--- src/hdfst_pkg.sv ---
// Shared types, codes, constants and size arithmetic for the health driven filter size tuner.
// No dependencies; every other file imports this package.
`default_nettype none

package hdfst_pkg;

    // Default thresholds, handed to the top level parameters
    localparam int STABLE_REPORTS_DEF       = 2;
    localparam int OVERLOAD_TICKS_DEF       = 3;
    localparam int COOLDOWN_CLEAR_TICKS_DEF = 5;
    localparam int PROBE_AFTER_TICKS_DEF    = 2;

    // Field widths
    localparam int OP_W     = 2;
    localparam int CODE_W   = 4;
    localparam int REG_W    = 3;
    localparam int MAP_W    = 4;
    localparam int CLASS_W  = 3;
    localparam int SIZE_W   = 12;
    localparam int STEP_W   = 8;
    localparam int CNT_W    = 8;
    localparam int CFG_IDX_W = 3;
    localparam int CFG_DATA_W = 12;

    // Highest meaningful health codes per stage
    localparam int REG_MAX_CODE = 4;
    localparam int MAP_MAX_CODE = 9;

    // Operation codes
    localparam logic [OP_W-1:0] OP_REG_REPORT = 2'd0;
    localparam logic [OP_W-1:0] OP_MAP_REPORT = 2'd1;
    localparam logic [OP_W-1:0] OP_TICK       = 2'd2;

    // System health classes
    localparam logic [CLASS_W-1:0] CLS_UNKNOWN      = 3'd0;
    localparam logic [CLASS_W-1:0] CLS_HEALTHY      = 3'd1;
    localparam logic [CLASS_W-1:0] CLS_REG_ISSUES   = 3'd2;
    localparam logic [CLASS_W-1:0] CLS_FEW_FEATURES = 3'd3;
    localparam logic [CLASS_W-1:0] CLS_ICP_UNSTABLE = 3'd4;

    // Health codes referenced by the ranking
    localparam logic [MAP_W-1:0] MAP_HEALTHY       = 4'd0;
    localparam logic [MAP_W-1:0] MAP_ICP_FIRST     = 4'd1;
    localparam logic [MAP_W-1:0] MAP_ICP_LAST      = 4'd3;
    localparam logic [MAP_W-1:0] MAP_FEATURE_FIRST = 4'd4;
    localparam logic [MAP_W-1:0] MAP_FEATURE_LAST  = 4'd8;
    localparam logic [REG_W-1:0] REG_HEALTHY       = 3'd0;
    localparam logic [REG_W-1:0] REG_ISSUE_FIRST   = 3'd1;
    localparam logic [REG_W-1:0] REG_ISSUE_LAST    = 3'd3;

    // Configuration register indexes
    localparam logic [CFG_IDX_W-1:0] CFG_ADAPT_ENABLE = 3'd0;
    localparam logic [CFG_IDX_W-1:0] CFG_CORNER_MIN   = 3'd1;
    localparam logic [CFG_IDX_W-1:0] CFG_CORNER_MAX   = 3'd2;
    localparam logic [CFG_IDX_W-1:0] CFG_SURF_MIN     = 3'd3;
    localparam logic [CFG_IDX_W-1:0] CFG_SURF_MAX     = 3'd4;
    localparam logic [CFG_IDX_W-1:0] CFG_STEP_SMALL   = 3'd5;
    localparam logic [CFG_IDX_W-1:0] CFG_STEP_NORMAL  = 3'd6;

    // Reset values
    localparam logic [SIZE_W-1:0] CORNER_MIN_RST  = 12'd50;
    localparam logic [SIZE_W-1:0] CORNER_MAX_RST  = 12'd400;
    localparam logic [SIZE_W-1:0] SURF_MIN_RST    = 12'd100;
    localparam logic [SIZE_W-1:0] SURF_MAX_RST    = 12'd800;
    localparam logic [STEP_W-1:0] STEP_SMALL_RST  = 8'd5;
    localparam logic [STEP_W-1:0] STEP_NORMAL_RST = 8'd20;
    localparam logic [SIZE_W-1:0] CORNER_RST      = 12'd200;
    localparam logic [SIZE_W-1:0] SURF_RST        = 12'd400;

    typedef struct packed {
        logic [OP_W-1:0]   operation;
        logic [CODE_W-1:0] health_code;
    } item_t;

    typedef struct packed {
        logic [CLASS_W-1:0] system_health;
        logic [SIZE_W-1:0]  corner_size;
        logic [SIZE_W-1:0]  surf_size;
        logic               sizes_changed;
        logic               cooldown_active;
        logic [REG_W-1:0]   stable_reg_health;
        logic [MAP_W-1:0]   stable_map_health;
    } result_t;

    typedef struct packed {
        logic              adapt_enable;
        logic [SIZE_W-1:0] corner_min;
        logic [SIZE_W-1:0] corner_max;
        logic [SIZE_W-1:0] surf_min;
        logic [SIZE_W-1:0] surf_max;
        logic [STEP_W-1:0] step_small;
        logic [STEP_W-1:0] step_normal;
    } cfg_t;

    // Tuner state as seen after the current transaction
    typedef struct packed {
        logic [CLASS_W-1:0] health_class;
        logic [SIZE_W-1:0]  corner_size;
        logic [SIZE_W-1:0]  surf_size;
        logic               sizes_changed;
        logic               cooldown_active;
    } tick_status_t;

    // Saturating counter increment
    function automatic logic [CNT_W-1:0] sat_inc(input logic [CNT_W-1:0] c);
        return (c == {CNT_W{1'b1}}) ? c : c + 1'b1;
    endfunction

    // Step up, limited at hi
    function automatic logic [SIZE_W-1:0] size_step_up(input logic [SIZE_W-1:0] v,
                                                       input logic [STEP_W:0]   step,
                                                       input logic [SIZE_W-1:0] hi);
        logic [SIZE_W:0] sum;
        sum = {1'b0, v} + {{(SIZE_W-STEP_W){1'b0}}, step};
        return (sum > {1'b0, hi}) ? hi : sum[SIZE_W-1:0];
    endfunction

    // Step down, limited at lo; an underflow lands on lo
    function automatic logic [SIZE_W-1:0] size_step_down(input logic [SIZE_W-1:0] v,
                                                         input logic [STEP_W:0]   step,
                                                         input logic [SIZE_W-1:0] lo);
        logic [SIZE_W-1:0] step_ext;
        logic [SIZE_W-1:0] diff;
        step_ext = {{(SIZE_W-STEP_W-1){1'b0}}, step};
        diff = v - step_ext;
        if (step_ext >= v)
            return lo;
        return (diff < lo) ? lo : diff;
    endfunction

    // Clamp to [lo, hi]; crossed bounds give lo
    function automatic logic [SIZE_W-1:0] size_clamp(input logic [SIZE_W-1:0] v,
                                                     input logic [SIZE_W-1:0] lo,
                                                     input logic [SIZE_W-1:0] hi);
        logic [SIZE_W-1:0] t;
        t = (v > hi) ? hi : v;
        return (t < lo) ? lo : t;
    endfunction

endpackage

`default_nettype wire

--- src/hdfst_stabilizer.sv ---
// Report stabilizer: tracks repeats of one stage's health code and latches a stable code.
// Depends on hdfst_pkg.
`default_nettype none

module hdfst_stabilizer
    import hdfst_pkg::*;
#(
    parameter int W              = REG_W,
    parameter int MAX_CODE       = REG_MAX_CODE,
    parameter int STABLE_REPORTS = STABLE_REPORTS_DEF
) (
    input  wire logic              clk,
    input  wire logic              rst_n,
    input  wire logic              report,
    input  wire logic [CODE_W-1:0] code,
    output logic      [W-1:0]      stable_code,
    output logic      [W-1:0]      stable_next
);

    logic [W-1:0]     last_code_reg, last_code_next;
    logic [CNT_W-1:0] repeat_count_reg, repeat_count_next;
    logic [W-1:0]     stable_code_reg;
    logic [W-1:0]     code_sat;

    // Out of range codes count as the last ("other") code
    assign code_sat = (code > CODE_W'(MAX_CODE)) ? W'(MAX_CODE) : code[W-1:0];

    // Repeat tracking
    always_comb
    begin
        last_code_next    = last_code_reg;
        repeat_count_next = repeat_count_reg;
        stable_next       = stable_code_reg;
        if (report)
        begin
            if (code_sat == last_code_reg)
            begin
                repeat_count_next = sat_inc(repeat_count_reg);
            end
            else
            begin
                last_code_next    = code_sat;
                repeat_count_next = CNT_W'(1);
            end
            if (repeat_count_next >= CNT_W'(STABLE_REPORTS))
                stable_next = last_code_next;
        end
    end

    always_ff @(posedge clk or negedge rst_n)
    begin
        if (!rst_n)
        begin
            last_code_reg    <= '0;
            repeat_count_reg <= '0;
            stable_code_reg  <= '0;
        end
        else
        begin
            last_code_reg    <= last_code_next;
            repeat_count_reg <= repeat_count_next;
            stable_code_reg  <= stable_next;
        end
    end

    assign stable_code = stable_code_reg;

endmodule

`default_nettype wire

--- src/hdfst_tick_unit.sv ---
// Tick unit: ranks stable codes into a health class, runs the overload and cooldown
// counters and steps and clamps both filter sizes. Depends on hdfst_pkg.
`default_nettype none

module hdfst_tick_unit
    import hdfst_pkg::*;
#(
    parameter int OVERLOAD_TICKS       = OVERLOAD_TICKS_DEF,
    parameter int COOLDOWN_CLEAR_TICKS = COOLDOWN_CLEAR_TICKS_DEF,
    parameter int PROBE_AFTER_TICKS    = PROBE_AFTER_TICKS_DEF
) (
    input  wire logic             clk,
    input  wire logic             rst_n,
    input  wire logic             tick,
    input  wire cfg_t             cfg,
    input  wire logic [REG_W-1:0] stable_reg,
    input  wire logic [MAP_W-1:0] stable_map,
    output tick_status_t          status
);

    logic [CLASS_W-1:0] class_reg;
    logic [CNT_W-1:0]   icp_count_reg, icp_count_next;
    logic [CNT_W-1:0]   healthy_count_reg, healthy_count_next;
    logic               cooldown_reg, cooldown_next;
    logic [SIZE_W-1:0]  corner_reg, surf_reg;

    logic [CLASS_W-1:0] cls;
    logic               overload;
    logic               move_en, move_up;
    logic [STEP_W:0]    move_step;
    logic [SIZE_W-1:0]  corner_a, surf_a, corner_b, surf_b, corner_c, surf_c;

    // Priority ranking of the stable codes
    always_comb
    begin
        if (stable_map >= MAP_ICP_FIRST && stable_map <= MAP_ICP_LAST)
            cls = CLS_ICP_UNSTABLE;
        else if (stable_map >= MAP_FEATURE_FIRST && stable_map <= MAP_FEATURE_LAST)
            cls = CLS_FEW_FEATURES;
        else if (stable_reg >= REG_ISSUE_FIRST && stable_reg <= REG_ISSUE_LAST)
            cls = CLS_REG_ISSUES;
        else if (stable_map == MAP_HEALTHY && stable_reg == REG_HEALTHY)
            cls = CLS_HEALTHY;
        else
            cls = CLS_UNKNOWN;
    end

    // Overload and cooldown counters
    always_comb
    begin
        icp_count_next     = icp_count_reg;
        healthy_count_next = healthy_count_reg;
        cooldown_next      = cooldown_reg;
        overload           = 1'b0;
        case (cls)
            CLS_ICP_UNSTABLE:
            begin
                icp_count_next     = sat_inc(icp_count_reg);
                healthy_count_next = '0;
                if (icp_count_next >= CNT_W'(OVERLOAD_TICKS) && !cooldown_reg)
                begin
                    overload      = 1'b1;
                    cooldown_next = 1'b1;
                end
            end
            CLS_HEALTHY:
            begin
                icp_count_next     = '0;
                healthy_count_next = sat_inc(healthy_count_reg);
                if (cooldown_reg && healthy_count_next >= CNT_W'(COOLDOWN_CLEAR_TICKS))
                begin
                    cooldown_next      = 1'b0;
                    healthy_count_next = '0;
                end
            end
            CLS_FEW_FEATURES:
            begin
                healthy_count_next = '0;
            end
            default:
            begin
                healthy_count_next = '0;
                icp_count_next     = '0;
            end
        endcase
    end

    // Class driven step, chosen after the counter update
    always_comb
    begin
        move_en   = 1'b0;
        move_up   = 1'b1;
        move_step = {1'b0, cfg.step_small};
        case (cls)
            CLS_FEW_FEATURES:
            begin
                move_en   = !cooldown_next;
                move_up   = 1'b0;
                move_step = {1'b0, cfg.step_normal};
            end
            CLS_ICP_UNSTABLE:
            begin
                move_en = 1'b1;
                move_up = cooldown_next || (stable_reg == REG_HEALTHY);
            end
            CLS_HEALTHY:
            begin
                move_en = !cooldown_next &&
                          (healthy_count_next >= CNT_W'(PROBE_AFTER_TICKS));
            end
            default:
            begin
                move_en = 1'b0;
            end
        endcase
    end

    // Size path: overload jump, class step, final clamp
    always_comb
    begin
        corner_a = overload ? size_step_up(corner_reg, {cfg.step_normal, 1'b0}, cfg.corner_max)
                            : corner_reg;
        surf_a   = overload ? size_step_up(surf_reg, {cfg.step_normal, 1'b0}, cfg.surf_max)
                            : surf_reg;
        if (!move_en)
        begin
            corner_b = corner_a;
            surf_b   = surf_a;
        end
        else if (move_up)
        begin
            corner_b = size_step_up(corner_a, move_step, cfg.corner_max);
            surf_b   = size_step_up(surf_a, move_step, cfg.surf_max);
        end
        else
        begin
            corner_b = size_step_down(corner_a, move_step, cfg.corner_min);
            surf_b   = size_step_down(surf_a, move_step, cfg.surf_min);
        end
        corner_c = size_clamp(corner_b, cfg.corner_min, cfg.corner_max);
        surf_c   = size_clamp(surf_b, cfg.surf_min, cfg.surf_max);
    end

    // State after this transaction
    always_comb
    begin
        if (tick)
        begin
            status.health_class    = cls;
            status.corner_size     = corner_c;
            status.surf_size       = surf_c;
            status.sizes_changed   = (corner_c != corner_reg) || (surf_c != surf_reg);
            status.cooldown_active = cooldown_next;
        end
        else
        begin
            status.health_class    = class_reg;
            status.corner_size     = corner_reg;
            status.surf_size       = surf_reg;
            status.sizes_changed   = 1'b0;
            status.cooldown_active = cooldown_reg;
        end
    end

    always_ff @(posedge clk or negedge rst_n)
    begin
        if (!rst_n)
        begin
            class_reg         <= CLS_UNKNOWN;
            icp_count_reg     <= '0;
            healthy_count_reg <= '0;
            cooldown_reg      <= 1'b0;
            corner_reg        <= CORNER_RST;
            surf_reg          <= SURF_RST;
        end
        else if (tick)
        begin
            class_reg         <= cls;
            icp_count_reg     <= icp_count_next;
            healthy_count_reg <= healthy_count_next;
            cooldown_reg      <= cooldown_next;
            corner_reg        <= corner_c;
            surf_reg          <= surf_c;
        end
    end

endmodule

`default_nettype wire

--- src/health_driven_filter_size_tuner.sv ---
// Health driven filter size tuner, top level: input register, report stabilizers,
// tick unit, configuration registers and result register. Depends on hdfst_pkg.
//
// Usage
//   item channel   : item_valid / item_ready / item (operation, health_code).
//                    Registration and mapping reports feed the stabilizers; a tick with
//                    adapt_enable set updates health class, overload counters and both filter sizes.
//   result channel : result_valid / result_ready / result; exactly one result per
//                    transaction, in order.
//   config port    : cfg_we / cfg_index / cfg_data, written on any edge with cfg_we
//                    high; write only while no transaction is in flight.
// Timing
//   A transaction accepted on the item channel is captured in the input register
//   and its result is registered in the result register when that register is
//   free or being taken. Throughput is one transaction per cycle while the receiver
//   keeps up; the state loops are the updates of the stabilizers and tick unit.
// Reset (rst_n low, asynchronous) empties both stages, restores the register
// defaults, the stabilizer state and sizes 200 / 400 thousandths.
// When the receiver stalls, the result holds and the input register still takes
// one more transaction; item_ready then drops until the result is taken.
`default_nettype none

module health_driven_filter_size_tuner
    import hdfst_pkg::*;
#(
    parameter int STABLE_REPORTS       = STABLE_REPORTS_DEF,
    parameter int OVERLOAD_TICKS       = OVERLOAD_TICKS_DEF,
    parameter int COOLDOWN_CLEAR_TICKS = COOLDOWN_CLEAR_TICKS_DEF,
    parameter int PROBE_AFTER_TICKS    = PROBE_AFTER_TICKS_DEF
) (
    input  wire logic                  clk,
    input  wire logic                  rst_n,
    input  wire logic                  item_valid,
    output logic                       item_ready,
    input  wire item_t                 item,
    output logic                       result_valid,
    input  wire logic                  result_ready,
    output result_t                    result,
    input  wire logic                  cfg_we,
    input  wire logic [CFG_IDX_W-1:0]  cfg_index,
    input  wire logic [CFG_DATA_W-1:0] cfg_data
);

    logic         stage_valid_reg, stage_valid_next;
    item_t        stage_item_reg;
    logic         result_valid_reg, result_valid_next;
    result_t      result_reg;
    cfg_t         cfg_reg;
    logic         advance;
    logic         reg_report, map_report, tick;
    logic [REG_W-1:0] stable_reg, stable_reg_next;
    logic [MAP_W-1:0] stable_map, stable_map_next;
    tick_status_t status;

    // Handshake: stage moves on when the result register is free or being drained
    assign advance    = stage_valid_reg && (!result_valid_reg || result_ready);
    assign item_ready = !stage_valid_reg || advance;

    always_comb
    begin
        stage_valid_next = stage_valid_reg;
        if (item_valid && item_ready)
            stage_valid_next = 1'b1;
        else if (advance)
            stage_valid_next = 1'b0;
    end

    always_comb
    begin
        result_valid_next = result_valid_reg;
        if (advance)
            result_valid_next = 1'b1;
        else if (result_ready)
            result_valid_next = 1'b0;
    end

    // Operation decode of the staged transaction
    assign reg_report = advance && (stage_item_reg.operation == OP_REG_REPORT);
    assign map_report = advance && (stage_item_reg.operation == OP_MAP_REPORT);
    assign tick       = advance && (stage_item_reg.operation == OP_TICK) &&
                        cfg_reg.adapt_enable;

    hdfst_stabilizer #(
        .W              (REG_W),
        .MAX_CODE       (REG_MAX_CODE),
        .STABLE_REPORTS (STABLE_REPORTS)
    ) u_reg_stab (
        .clk         (clk),
        .rst_n       (rst_n),
        .report      (reg_report),
        .code        (stage_item_reg.health_code),
        .stable_code (stable_reg),
        .stable_next (stable_reg_next)
    );

    hdfst_stabilizer #(
        .W              (MAP_W),
        .MAX_CODE       (MAP_MAX_CODE),
        .STABLE_REPORTS (STABLE_REPORTS)
    ) u_map_stab (
        .clk         (clk),
        .rst_n       (rst_n),
        .report      (map_report),
        .code        (stage_item_reg.health_code),
        .stable_code (stable_map),
        .stable_next (stable_map_next)
    );

    hdfst_tick_unit #(
        .OVERLOAD_TICKS       (OVERLOAD_TICKS),
        .COOLDOWN_CLEAR_TICKS (COOLDOWN_CLEAR_TICKS),
        .PROBE_AFTER_TICKS    (PROBE_AFTER_TICKS)
    ) u_tick (
        .clk        (clk),
        .rst_n      (rst_n),
        .tick       (tick),
        .cfg        (cfg_reg),
        .stable_reg (stable_reg),
        .stable_map (stable_map),
        .status     (status)
    );

    // Configuration registers
    always_ff @(posedge clk or negedge rst_n)
    begin
        if (!rst_n)
        begin
            cfg_reg.adapt_enable <= 1'b1;
            cfg_reg.corner_min   <= CORNER_MIN_RST;
            cfg_reg.corner_max   <= CORNER_MAX_RST;
            cfg_reg.surf_min     <= SURF_MIN_RST;
            cfg_reg.surf_max     <= SURF_MAX_RST;
            cfg_reg.step_small   <= STEP_SMALL_RST;
            cfg_reg.step_normal  <= STEP_NORMAL_RST;
        end
        else if (cfg_we)
        begin
            case (cfg_index)
                CFG_ADAPT_ENABLE: cfg_reg.adapt_enable <= cfg_data[0];
                CFG_CORNER_MIN:   cfg_reg.corner_min   <= cfg_data[SIZE_W-1:0];
                CFG_CORNER_MAX:   cfg_reg.corner_max   <= cfg_data[SIZE_W-1:0];
                CFG_SURF_MIN:     cfg_reg.surf_min     <= cfg_data[SIZE_W-1:0];
                CFG_SURF_MAX:     cfg_reg.surf_max     <= cfg_data[SIZE_W-1:0];
                CFG_STEP_SMALL:   cfg_reg.step_small   <= cfg_data[STEP_W-1:0];
                CFG_STEP_NORMAL:  cfg_reg.step_normal  <= cfg_data[STEP_W-1:0];
                default:          ;
            endcase
        end
    end

    // Control state
    always_ff @(posedge clk or negedge rst_n)
    begin
        if (!rst_n)
        begin
            stage_valid_reg  <= 1'b0;
            result_valid_reg <= 1'b0;
        end
        else
        begin
            stage_valid_reg  <= stage_valid_next;
            result_valid_reg <= result_valid_next;
        end
    end

    // Payload registers
    always_ff @(posedge clk)
    begin
        if (item_valid && item_ready)
            stage_item_reg <= item;
        if (advance)
        begin
            result_reg.system_health     <= status.health_class;
            result_reg.corner_size       <= status.corner_size;
            result_reg.surf_size         <= status.surf_size;
            result_reg.sizes_changed     <= status.sizes_changed;
            result_reg.cooldown_active   <= status.cooldown_active;
            result_reg.stable_reg_health <= stable_reg_next;
            result_reg.stable_map_health <= stable_map_next;
        end
    end

    assign result_valid = result_valid_reg;
    assign result       = result_reg;

endmodule

`default_nettype wire

--- config.mk ---
export PLATFORM = sky130hd
export DESIGN_NAME = health_driven_filter_size_tuner
export DESIGN_NICKNAME = d
export VERILOG_FILES = /design/src/hdfst_pkg.sv /design/src/hdfst_stabilizer.sv /design/src/hdfst_tick_unit.sv /design/src/health_driven_filter_size_tuner.sv
export SDC_FILE = /design/constraint.sdc
export NUM_CORES = 1
export LEC_CHECK = 0
export BUFFER_PORTS_ARGS = -buffer_cell sky130_fd_sc_hd__buf_2
export CORE_ASPECT_RATIO = 1.75
export CORE_MARGIN = 2
export CORE_UTILIZATION = 35
export CTS_CLUSTER_DIAMETER = 30
export DETAILED_ROUTE_END_ITERATION = 8
export SETUP_SLACK_MARGIN = 0.1
export SYNTH_ARGS = -nofsm -noshare
export SYNTH_HDL_FRONTEND = slang
export SYNTH_HIERARCHICAL = 1
export SYNTH_SLANG_ARGS = --single-unit
--- constraint.sdc ---
create_clock -name clk -period 14.56 [get_ports clk]
set_input_delay 2.912 -clock clk [delete_from_list [all_inputs] [get_ports clk]]
set_output_delay 2.912 -clock clk [all_outputs]
set_load 0.01 [all_outputs]
==> key figures <==
Floorplan
  – Row cnt: 104
  – Die Y: 290.0 µm
  – Starting Density: 0.3550
  – Core area: 46060 µm²
  – Die width: 167.4 µm
  – Die area: 48540 µm²
  – I/O pin cnt: 64

Timing
  – Clock skew: 0.01382 ns
  – Fin crit share: 0.9446
  – Slew @ Worst Pin: 1.136 ns
  – Final slew viol count: 0
  – Post-layout min period: 13.75 ns
  – # setup viols final: 0
  – Fmax: 72.71 MHz
  – Final hold vios: 0
  – Fin Setup TNS: 0 ns
  – Slew HR: 0.2325
  – RSZ-0062 raised after global routing: false
  – Fin Hold WS: 0.4918 ns

Clock network
  – Setup Fix Bufs, Post-CTS: 0
  – Post-cts sizing count: 0
  – CTS Buffer Depth: 2
  – CTS clk-pin slew, worst paths: 0.07 ns
  – Clk_lat worst skew: 0.46 ns
  – Num CTS Buffers: 17
  – CTS root buf: clkbuf_16
  – H-tree levels: 4
  – TritonCTS clock tree: done
  – Hold-fix buffers, CTS: 0
  – Clock Sinks: 183

Synthesis
  – Synthesized cell area: 16350 µm²
  – Asr flop ratio synth: 0.7705
  – Syn_nets: 1971
  – Post-Synth Adder-Cell Area: 0.1359
  – Syn Inst Count: 1771
  – Sequential area share after synthesis: 0.2946
  – Xor/xnor share of the synthesized area: 0.04338
  – Simple-gate area share of the yosys netlist: 0.1570
  – Predominant post-synthesis flop cell: dfrtp_1
  – Post-synth EDFFs: 42
  – Post-synthesis cell type count: 105
  – Compound-Gate Fraction of Synth Area: 0.2114
  – Synthesized flop and latch total: 183
  – Synth Warn #: 6
  – Main combinational cell family by area after synthesis: compound AO/OA/AOI/OAI gates
  – Syn Area/Cell: 9.235 µm²
  – Mux contribution to synthesized area: 0.1109

Placement
  – PortBufs: 63
  – Post-DP HPWL: 49.80 mm
  – GP Congestion: 1.025
  – Placed cell count: 2388
  – DP Area: 17410 µm²

Cells and area
  – Area Growth Syn to Fin: 10.63%
  – Max FFs per register: 65
  – Design Area, Final: 18090 µm²
  – Non-filler cells, final: 2421
  – Area occupied by multi-input gates: 10860 µm²
  – Storage element area: 4818 µm²
  – Layout cells sized above 1: 0.1873
  – # fillers: 4669
  – Final nets: 2024

Route
  – Final WL: 62.93 mm
  – DRT iter0 DRCs: 976
  – Vias/cell: 6.036
  – Final ANT Viol Nets: 0
  – # DRC: 4
  – First-pass DRT Iterations: 7
  – Total vias in the final route: 14.61k
  – Wire per inst: 25.99 µm

Worst setup path
  – Critical path peak fanout: 14
  – Worst Path Required: 14.75 ns
  – Critical path launch point type: flip-flop
  – Kind of critical path: reg -> reg
  – Flop2flop setup slack: 0.81 ns
  – CP top delay family: compound AO/OA/AOI/OAI gates
  – CP arrival: 13.95 ns
  – Critical path's slowest cell: dfrtp_1
  – Buf/Inv on CP: 4
  – FF-to-FF path depth: 58
  – Reg-to-Reg Start: u_tick/surf_reg[1]
  – Reg-to-reg endpoint: result[8]
  – Crit. End Element: flip-flop
  – Max incr delay on CP: 0.51 ns

Global route
  – Gr ovfl total: 0
  – First-pass GRT wire length: 92.87 mm
  – Vias in the first global route: 14.94k
  – Initial antenna violation count: 0
  – Gr usage total: 0.2566
  – Largest net degree at the start of global routing: 80

Worst hold path
  – End of the worst hold path: u_tick/class_reg[2]
  – Hold Path Stages: 1
  – Hold Crit Start: u_tick/class_reg[2]
  – Hold WC Path Type: reg -> reg

Status
  – Failing checks: DRC
  – Status: finished, violations left

Run
  – Max_cap viols: 0
==> how the worst max path moves through the flow <==
stage	start	to	slack [ns]	depth (start not counted)
after global routing	u_tick/corner_reg[1]	result[8]	0.10	59
final	u_tick/surf_reg[1]	result[8]	0.81	58
after CTS	u_tick/surf_reg[1]	result[8]	0.29	55
after floorplan	cfg_reg[0]	result[8]	1.83	59
after detailed placement	u_tick/surf_reg[1]	result[8]	0.33	55
after global placement	u_tick/surf_reg[1]	result[8]	0.36	59
==> cell type report <==
cell class | instances | area share
clock buffers | 17 | 0.02351
well taps | 583 | 0.04032
repair buffers | 112 | 0.03810
diodes | 1 | 0.0001383
inverters | 99 | 0.02054
multi-input cells | 1411 | 0.6003
flip-flops and latches | 183 | 0.2663
clock inverters | 15 | 0.01079
==> logic make-up after synthesis <==
group | after synthesis
AOI/OAI and AO/OA | 500
xor gates and xnor gates | 81
adders and majority gates | 174
buffers and inverters | 177
DFF | 183
muxes | 154
and+or+nand+nor | 502
==> worst register-to-register path, delay by kind of cell (launching register included) <==
kind | cells | cell delay, ns
compound gates | 28 | 6.06
xor+xnor | 2 | 0.47
fa+ha+maj | 7 | 2.20
buf+inv | 4 | 1.07
flops | 1 | 0.51
mux | 3 | 1.06
simple gates | 14 | 2.13
==> metal layers <==
| layer | global-route usage | wire [µm] | up-vias |
|---|---|---|---|
| met5 | 0 | 0 | - |
| met4 | 0.2291 | 6752 | 0 |
| met3 | 0.03778 | 2949 | 250 |
| met2 | 0.4653 | 31930 | 614 |
| met1 | 0.2503 | 21300 | 7058 |
| li1 | - | - | 6691 |
==> stage by stage <==
step	setup WS (ns)	utilization
2_1_floorplan	1.828	-
4_1_cts	0.2936	0.3915
3_3_place_gp	0.3639	0.3780
3_5_place_dp	0.3303	0.3780
6_report	0.8064	0.3928
5_1_grt	0.1025	0.3927
==> synthesized netlist by cell type (42+ instances only) <==
cell	number	area, µm²
o21ai_0	83	415.4
mux2i_1	50	500.5
mux2_2	62	698.2
a21oi_1	140	700.7
ha_1	168	2102
clkbuf_1	56	210.2
inv_1	99	371.6
edfxtp_1	42	1261
nor2_1	144	540.5
nand2_1	110	412.9
dfrtp_1	118	2953
a21o_1	44	330.3
xnor2_1	48	420.4
==> layout by cell type, fill, tap and decap left out, drive strengths merged, types with 38 or more instances in the layout <==
master,count
inv,104
edfxtp,42
mux2i,50
dfrtp,118
a21oi,143
o21ai,88
mux2,104
nor2,144
nor3,38
xnor2,48
buf,112
nand2,110
a21o,44
ha,168
Power is not shown: default switching activity piles up to over one toggle a cycle in this logic, so the estimate is an artifact.
